--- config.mk ---
export PLATFORM = sky130hd
export DESIGN_NAME = wmmf_ctrl
export DESIGN_NICKNAME = d
export VERILOG_FILES = /design/src/sv/wmmf_pkg.sv /design/src/sv/wmmf_ctrl.sv
export SDC_FILE = /design/constraint.sdc
export NUM_CORES = 1
export LEC_CHECK = 0
export BUFFER_PORTS_ARGS = -buffer_cell sky130_fd_sc_hd__buf_2
export CORE_UTILIZATION = 55
export CTS_BUF_LIST = sky130_fd_sc_hd__clkbuf_16
export CTS_CLUSTER_SIZE = 28
export DETAILED_ROUTE_END_ITERATION = 16
export GPL_ROUTABILITY_DRIVEN = 0
export PLACE_DENSITY = 0.8
export SYNTH_ARGS = -nofsm -noshare
export SYNTH_HDL_FRONTEND = slang
export SYNTH_SLANG_ARGS = --single-unit
--- constraint.sdc ---
create_clock -name clk -period 2.2 [get_ports clk]
set_clock_uncertainty 0.2 [all_clocks]
set_input_delay 0.22 -clock clk [delete_from_list [all_inputs] [get_ports clk]]
set_output_delay 0.22 -clock clk [all_outputs]
set_load 0.01 [all_outputs]
--- src/sv/wmmf_pkg.sv ---
// Package for the weighted max-min fair share core.
// Holds field widths, payload structs, datapath command codes and status struct.
// No dependencies.
package wmmf_pkg;

  localparam int UNIT_BITS       = 32;
  localparam int WEIGHT_BITS     = 16;
  localparam int MAX_DEMANDS_DEF = 64;

  typedef struct packed {
    logic [UNIT_BITS-1:0]   demand_units;
    logic [WEIGHT_BITS-1:0] demand_weight;
    logic                   last_demand;
  } in_t;

  typedef struct packed {
    logic [UNIT_BITS-1:0] allocated_units;
    logic                 short_of_demand;
    logic                 last_share;
  } out_t;

  typedef enum logic [4:0] {
    OP_NONE,
    OP_LOAD,
    OP_FIND_INIT,
    OP_IDX_CLR,
    OP_RD,
    OP_GRANT_RD,
    OP_FIND_MUL,
    OP_FIND_CMP,
    OP_NEED_INIT,
    OP_DIV_LEVEL,
    OP_NEED_ACC,
    OP_APPLY,
    OP_APPLY_END,
    OP_SPLIT_INIT,
    OP_DIV_SPLIT,
    OP_SPLIT_ACC,
    OP_LEFT_INIT,
    OP_PICK_INIT,
    OP_PICK_CMP,
    OP_GRANT_WR,
    OP_OUT_LOAD,
    OP_FINISH
  } op_t;

  typedef struct packed {
    op_t  op;
    logic adv;
  } cmd_t;

  typedef struct packed {
    logic load_last;
    logic any_active;
    logic cap_zero;
    logic idx_last;
    logic elig;
    logic not_best;
    logic div_done;
    logic cap_ge_need;
    logic left_zero;
    logic best_vld;
  } sts_t;

endpackage

--- src/sv/wmmf_ctrl.sv ---
// Controller of the fair share core: sequences loads, filling rounds, split, leftover grants and output.
// Depends on wmmf_pkg.
module wmmf_ctrl (
  input  logic           clk,
  input  logic           rst_n,
  input  logic           in_valid,
  output logic           in_ready,
  output logic           out_valid,
  input  logic           out_ready,
  input  wmmf_pkg::sts_t sts,
  output wmmf_pkg::cmd_t cmd
);

  typedef enum logic [4:0] {
    S_IDLE, S_CHECK, S_FIND_RD, S_FIND_MUL, S_FIND_CMP,
    S_NEED_INIT, S_NEED_RD, S_NEED_SEL, S_NEED_WAIT, S_DECIDE,
    S_APPLY_RD, S_APPLY_WR, S_APPLY_END,
    S_SPLIT_RD, S_SPLIT_SEL, S_SPLIT_WAIT,
    S_LEFT_INIT, S_LEFT_CHK, S_PICK_RD, S_PICK_CMP, S_PICK_END, S_GRANT_WR,
    S_OUT_RD, S_OUT_SHOW, S_OUT_WAIT
  } state_t;

  state_t state_r, state_nxt;
  logic   out_valid_r, out_valid_nxt;

  always_comb begin
    state_nxt     = state_r;
    out_valid_nxt = out_valid_r;
    cmd.op        = wmmf_pkg::OP_NONE;
    cmd.adv       = 1'b0;
    case (state_r)
      S_IDLE: begin
        if (in_valid) begin
          cmd.op = wmmf_pkg::OP_LOAD;
          if (sts.load_last) state_nxt = S_CHECK;
        end
      end
      S_CHECK: begin
        if (!sts.any_active || sts.cap_zero) begin
          cmd.op    = wmmf_pkg::OP_IDX_CLR;
          state_nxt = S_OUT_RD;
        end else begin
          cmd.op    = wmmf_pkg::OP_FIND_INIT;
          state_nxt = S_FIND_RD;
        end
      end
      S_FIND_RD: begin
        cmd.op    = wmmf_pkg::OP_RD;
        state_nxt = S_FIND_MUL;
      end
      S_FIND_MUL: begin
        cmd.op    = wmmf_pkg::OP_FIND_MUL;
        state_nxt = S_FIND_CMP;
      end
      S_FIND_CMP: begin
        cmd.op    = wmmf_pkg::OP_FIND_CMP;
        cmd.adv   = 1'b1;
        state_nxt = sts.idx_last ? S_NEED_INIT : S_FIND_RD;
      end
      S_NEED_INIT: begin
        cmd.op    = wmmf_pkg::OP_NEED_INIT;
        state_nxt = S_NEED_RD;
      end
      S_NEED_RD: begin
        cmd.op    = wmmf_pkg::OP_RD;
        state_nxt = S_NEED_SEL;
      end
      S_NEED_SEL: begin
        if (sts.elig && sts.not_best) begin
          cmd.op    = wmmf_pkg::OP_DIV_LEVEL;
          state_nxt = S_NEED_WAIT;
        end else begin
          cmd.adv   = 1'b1;
          state_nxt = sts.idx_last ? S_DECIDE : S_NEED_RD;
        end
      end
      S_NEED_WAIT: begin
        if (sts.div_done) begin
          cmd.op    = wmmf_pkg::OP_NEED_ACC;
          cmd.adv   = 1'b1;
          state_nxt = sts.idx_last ? S_DECIDE : S_NEED_RD;
        end
      end
      S_DECIDE: begin
        if (sts.cap_ge_need) begin
          cmd.op    = wmmf_pkg::OP_IDX_CLR;
          state_nxt = S_APPLY_RD;
        end else begin
          cmd.op    = wmmf_pkg::OP_SPLIT_INIT;
          state_nxt = S_SPLIT_RD;
        end
      end
      S_APPLY_RD: begin
        cmd.op    = wmmf_pkg::OP_RD;
        state_nxt = S_APPLY_WR;
      end
      S_APPLY_WR: begin
        cmd.op    = wmmf_pkg::OP_APPLY;
        cmd.adv   = 1'b1;
        state_nxt = sts.idx_last ? S_APPLY_END : S_APPLY_RD;
      end
      S_APPLY_END: begin
        cmd.op    = wmmf_pkg::OP_APPLY_END;
        state_nxt = S_CHECK;
      end
      S_SPLIT_RD: begin
        cmd.op    = wmmf_pkg::OP_RD;
        state_nxt = S_SPLIT_SEL;
      end
      S_SPLIT_SEL: begin
        if (sts.elig) begin
          cmd.op    = wmmf_pkg::OP_DIV_SPLIT;
          state_nxt = S_SPLIT_WAIT;
        end else begin
          cmd.adv   = 1'b1;
          state_nxt = sts.idx_last ? S_LEFT_INIT : S_SPLIT_RD;
        end
      end
      S_SPLIT_WAIT: begin
        if (sts.div_done) begin
          cmd.op    = wmmf_pkg::OP_SPLIT_ACC;
          cmd.adv   = 1'b1;
          state_nxt = sts.idx_last ? S_LEFT_INIT : S_SPLIT_RD;
        end
      end
      S_LEFT_INIT: begin
        cmd.op    = wmmf_pkg::OP_LEFT_INIT;
        state_nxt = S_LEFT_CHK;
      end
      S_LEFT_CHK: begin
        if (sts.left_zero) begin
          cmd.op    = wmmf_pkg::OP_IDX_CLR;
          state_nxt = S_OUT_RD;
        end else begin
          cmd.op    = wmmf_pkg::OP_PICK_INIT;
          state_nxt = S_PICK_RD;
        end
      end
      S_PICK_RD: begin
        cmd.op    = wmmf_pkg::OP_RD;
        state_nxt = S_PICK_CMP;
      end
      S_PICK_CMP: begin
        cmd.op    = wmmf_pkg::OP_PICK_CMP;
        cmd.adv   = 1'b1;
        state_nxt = sts.idx_last ? S_PICK_END : S_PICK_RD;
      end
      S_PICK_END: begin
        if (sts.best_vld) begin
          cmd.op    = wmmf_pkg::OP_GRANT_RD;
          state_nxt = S_GRANT_WR;
        end else begin
          cmd.op    = wmmf_pkg::OP_IDX_CLR;
          state_nxt = S_OUT_RD;
        end
      end
      S_GRANT_WR: begin
        cmd.op    = wmmf_pkg::OP_GRANT_WR;
        state_nxt = S_LEFT_CHK;
      end
      S_OUT_RD: begin
        cmd.op    = wmmf_pkg::OP_RD;
        state_nxt = S_OUT_SHOW;
      end
      S_OUT_SHOW: begin
        cmd.op        = wmmf_pkg::OP_OUT_LOAD;
        out_valid_nxt = 1'b1;
        state_nxt     = S_OUT_WAIT;
      end
      S_OUT_WAIT: begin
        if (out_ready) begin
          out_valid_nxt = 1'b0;
          if (sts.idx_last) begin
            cmd.op    = wmmf_pkg::OP_FINISH;
            state_nxt = S_IDLE;
          end else begin
            cmd.adv   = 1'b1;
            state_nxt = S_OUT_RD;
          end
        end
      end
      default: state_nxt = S_IDLE;
    endcase
  end

  always_ff @(posedge clk) begin
    if (!rst_n) begin
      state_r     <= S_IDLE;
      out_valid_r <= 1'b0;
    end else begin
      state_r     <= state_nxt;
      out_valid_r <= out_valid_nxt;
    end
  end

  assign in_ready  = (state_r == S_IDLE);
  assign out_valid = out_valid_r;

endmodule

======== Yosys cells after proc, flatten, opt, wreduce, memory -nomap -nowiden ========
Cells that the tools add are included.
cells by class
  eq/ne operators ......................... 29
  mux-type cells .......................... 36
  reduce and logical (&&, ||, !) cells .... 10
operators by type and width
  kind                count
  $pmux 5 s24         1
  $pmux 5 s20         1
  $mux 5              13
  $eq 5x5->1 const B  9
  $eq 5x4->1 const B  8
  $eq 5x3->1 const B  4
  $mux 4              5
  $mux 3              6
  $eq 5x2->1 const B  2
  $ne 2x2->1 const B  4
  $mux 1              6
  $mux 6              1
  $pmux 1 s6          1
  $reduce_or 6->1     1
  $eq 5x1->1 const B  1
  $logic_not 5->1     1
  $reduce_and 5->1    1
  $reduce_or 3->1     1
  $mux 2              1
  $ne 2x1->1 const B  1
  $pmux 1 s2          1
  $reduce_and 2->1    1
  $reduce_bool 2->1   1
  $reduce_or 2->1     1
  other kinds (3)     3
storage, ports and cells
  bits in registers ....................... 6
  bits of input ports ..................... 14
  output and inout port bits .............. 8
  word-level logic and storage cells ...... 77

======== Logic depth before layout (Yosys ltp) ========
  depth after elaboration ................. 4
  depth in mapped cells ................... 8
  depth with buffers taken out ............ 5

======== Least setup slack after synthesis ========
No wires, ideal clock.
  path type ............................... register to output
  start ................................... register state_r[3]
  end ..................................... output port cmd[4] (netlist bit)
  arrival time ............................ 1.528 ns
  data required time ...................... 1.780 ns
  path slack .............................. 0.252 ns
  cell stages (with the launch flop) ...... 6
  buffers on the path ..................... 3
  path through ............................ dfxtp_1 -> buf_2 -> buf_2 -> buf_2 -> a32oi_1 -> o311ai_0
RTL lines
  item                    line              source
  from (decl)             wmmf_ctrl.sv:23   state_t state_r, state_nxt;
  from (signal assigned)  wmmf_ctrl.sv:191  state_r <= state_nxt;
  to (decl)               wmmf_ctrl.sv:11   output wmmf_pkg::cmd_t cmd

==> results.cfg <==
[power_and_ir_drop]
p_comb_share_pct = 60.0
ir_drop_mv = 0.589
p_switching_mw = 0.591
power_mw = 1.31
p_seq_share_pct = 16.6
swShare_pct = 45.0
powerDensity_mw_per_mm2 = 930
clock_power_share_pct = 23.4
p_leak_nw = 0.539
internal_power_mw = 0.723

[clock_network]
cts-root-buf = clkbuf_16
numCtsBuffers = 3
clk_latency_ps = 230
cts_sinks = 6
postCtsSetupBuffers = 0
cts_tree = done
path_clk_slew_ps = 40
clockBufferDepth = 2
htreeDepth = 1
holdBufCountCts = 0

[logic_synthesis]
synth_top_cells_by_count = 16 x nand2_1, 13 x nor2_1, 12 x a21oi_1, 12 x o21ai_0, 10 x buf_2
synth_top_area_cell = dfxtp_1
synth_nets = 183
synthFlopType = dfxtp_1
ys_ff_latch = 6
syn_inst = 169
netlist_top_cells_area = dfxtp_1 11%, a21oi_1 5.4%, o21ai_0 5.4%
synth_seq_area_share_pct = 10.7
ys_async_sr_fraction_pct = 0
synth.distinct_cells = 54
syn_avg_cell_area_um2 = 6.62
synth_edf_count = 0
synth.most_common_cell = nand2_1
yosys_warnings = 0
synth.top_cell.area_share_pct = 10.7
syn-cell-area_mm2 = 0.00112

[grt]
grt_pass1_vias = 1420
grt_max_degree = 19
gr-usage-all-layers_pct = 43.4
overflow = 0
antenna_found_initial = 0
grt_pass1_wl_um = 6790

[finish]
instances_no_fill = 218
multiInputGateArea_um2 = 930
antenna_cells = 0
layout.area.seq_um2 = 136
fin_nets = 209
num-fill-cells = 135
synthToLayoutAreaGrowth_pct = 26.3
drive_gt1_share_pct = 30.6
fin_util_pct = 77.6
postLayoutCellArea_mm2 = 0.00141

[floorplan]
rows = 15
core_mm2 = 0.00182
io-pin-count = 22
die_w_um = 47.1
dieHeight_um = 47.1
die_area_mm2 = 0.00222
start_util_pct = 61.4

[setup_path]
crit_path_end_kind = primary output
r2r_slack_ps = 130
path_class = reg -> out
crit_chain = or2_4 -> o32a_1 -> and4_1 -> o21ai_1 -> buf_2
critPathLaunch = state_r[1]$_SDFFE_PN0P_
reg2reg_depth = 6
r2r_end = state_r[1]$_SDFFE_PN0P_
r2r_start = state_r[1]$_SDFFE_PN0P_
slowest_delay_ps = 400
cp-endpoint = cmd[2]
crit_required_ps = 1780
crit_arrival_ps = 1740
crit_slowest_cell = dfxtp_4
crit_fanout = 18
critPathLaunchType = flip-flop

[route]
postRouteAntennaNets = 0
dr.pass1.iters = 5
wire_per_inst_um = 19.3
routed_via_density = 7.23
wl_um = 4210
drt_iter0_drc = 132
drc = 0
vias = 1576

[placement]
postPlaceCellArea_mm2 = 0.00129
portBuffers = 21
dp_cells = 215
hpwlAfterDp_um = 2740

[status]
status = finished, final reports clean

[timing]
finalHoldWorstSlack_ps = 85.3
worstMarginPinSlew_ps = 408
fin_crit_ps = 2160
fmax_ghz = 0.463
hold_viol_final = 0
setup_viol = 0
relSlewSlack_pct = 72.1
timing.final.crit_share_pct = 98.1
slew_viol_final = 0

[hold_path]
min_path_cells = 2
min_path_type = in -> reg
hold_start = rst_n

[flow_run]
cap_violations = 0
stage by stage:
stage / worst slack, ps / TNS, ps
after floorplan: 252 / 0
after global placement: 166 / 0
after CTS: 25.4 / 0
after global routing: -3.69 / -3.69
after detailed placement: 154 / 0
final: 42.0 / 0
flip-flops by register name (all words and copies together) (netlist names):
name       flops
state_r        5
out_valid      1
cell families after synthesis:
logic type / share of synthesized area, %
simple gates: 39.8
compound gates: 39.6
buf+inv: 8.84
flops: 10.7
mux: 1.01
power by group through the flow:
stage	Combinational [mW]	Clock [mW]	Sequential [mW]
finish	0.789	0.307	0.218
global route	0.847	0.310	0.221
CTS	0.742	0.302	0.204
detailed placement	0.726	0	0.198
global placement	0.712	0	0.194
floorplan	0.561	0	0.147
cell usage in the layout, fill, tap and decap left out, drive strengths merged, types with 2 or more instances in the layout:
cell type / instances
buf: 36
nand2: 16
o21ai: 16
nor2: 13
a21oi: 12
nor2b: 9
nand3: 6
dfxtp: 6
a31oi: 5
inv: 5
nor3: 4
o211ai: 4
a211oi: 4
nand4: 3
o22ai: 3
a2bb2oi: 3
a32oi: 3
clkbuf: 3
or3: 3
nor4: 3
and3: 3
nand2b: 3
and2: 2
and4: 2
o31ai: 2
and3b: 2
and4b: 2
or2: 2
nor3b: 2
a2111oi: 2
a21boi: 2
worst max-delay path: cells and delay by family (launching register included):
family	cells	cell delay, ps
AND/OR/NAND/NOR	2	520
flip-flops	1	400
buffers and inverters	1	140
AO/OA/AOI/OAI	2	450
routing by layer:
layer / part of all wire, % / vias up / GRT usage, %
li1: - / 696 / -
met1: 37 / 695 / 56.6
met2: 45 / 149 / 62.2
met3: 12 / 36 / 15.0
met4: 5.2 / 0 / 24.0
met5: 0 / - / 0
cell type report:
cell class / instances / area share [%]
Timing Repair Buffer: 36 / 15.7
Sequential cell: 6 / 9.65
Tap cell: 25 / 2.21
Clock buffer: 3 / 5.31
Multi-Input combinational cell: 143 / 65.8
Inverter: 5 / 1.33
how the worst min path moves through the flow:
| stage | to |
|---|---|
| floorplan | state_r[0]$_SDFFE_PN0P_ |
| global placement | out_valid$_SDFFE_PN0P_ |
| detailed placement | state_r[4]$_SDFFE_PN0P_ |
| CTS | state_r[4]$_SDFFE_PN0P_ |
| global route | state_r[4]$_SDFFE_PN0P_ |
| finish | state_r[4]$_SDFFE_PN0P_ |
repair_timing:
item,CTS,global route
pin swaps,0,1
setup endpoints to repair,7,7
endpoints found under the hold margin,0,0
resized for setup,6,12
No activity file was read; power rests on OpenSTA's default activity.
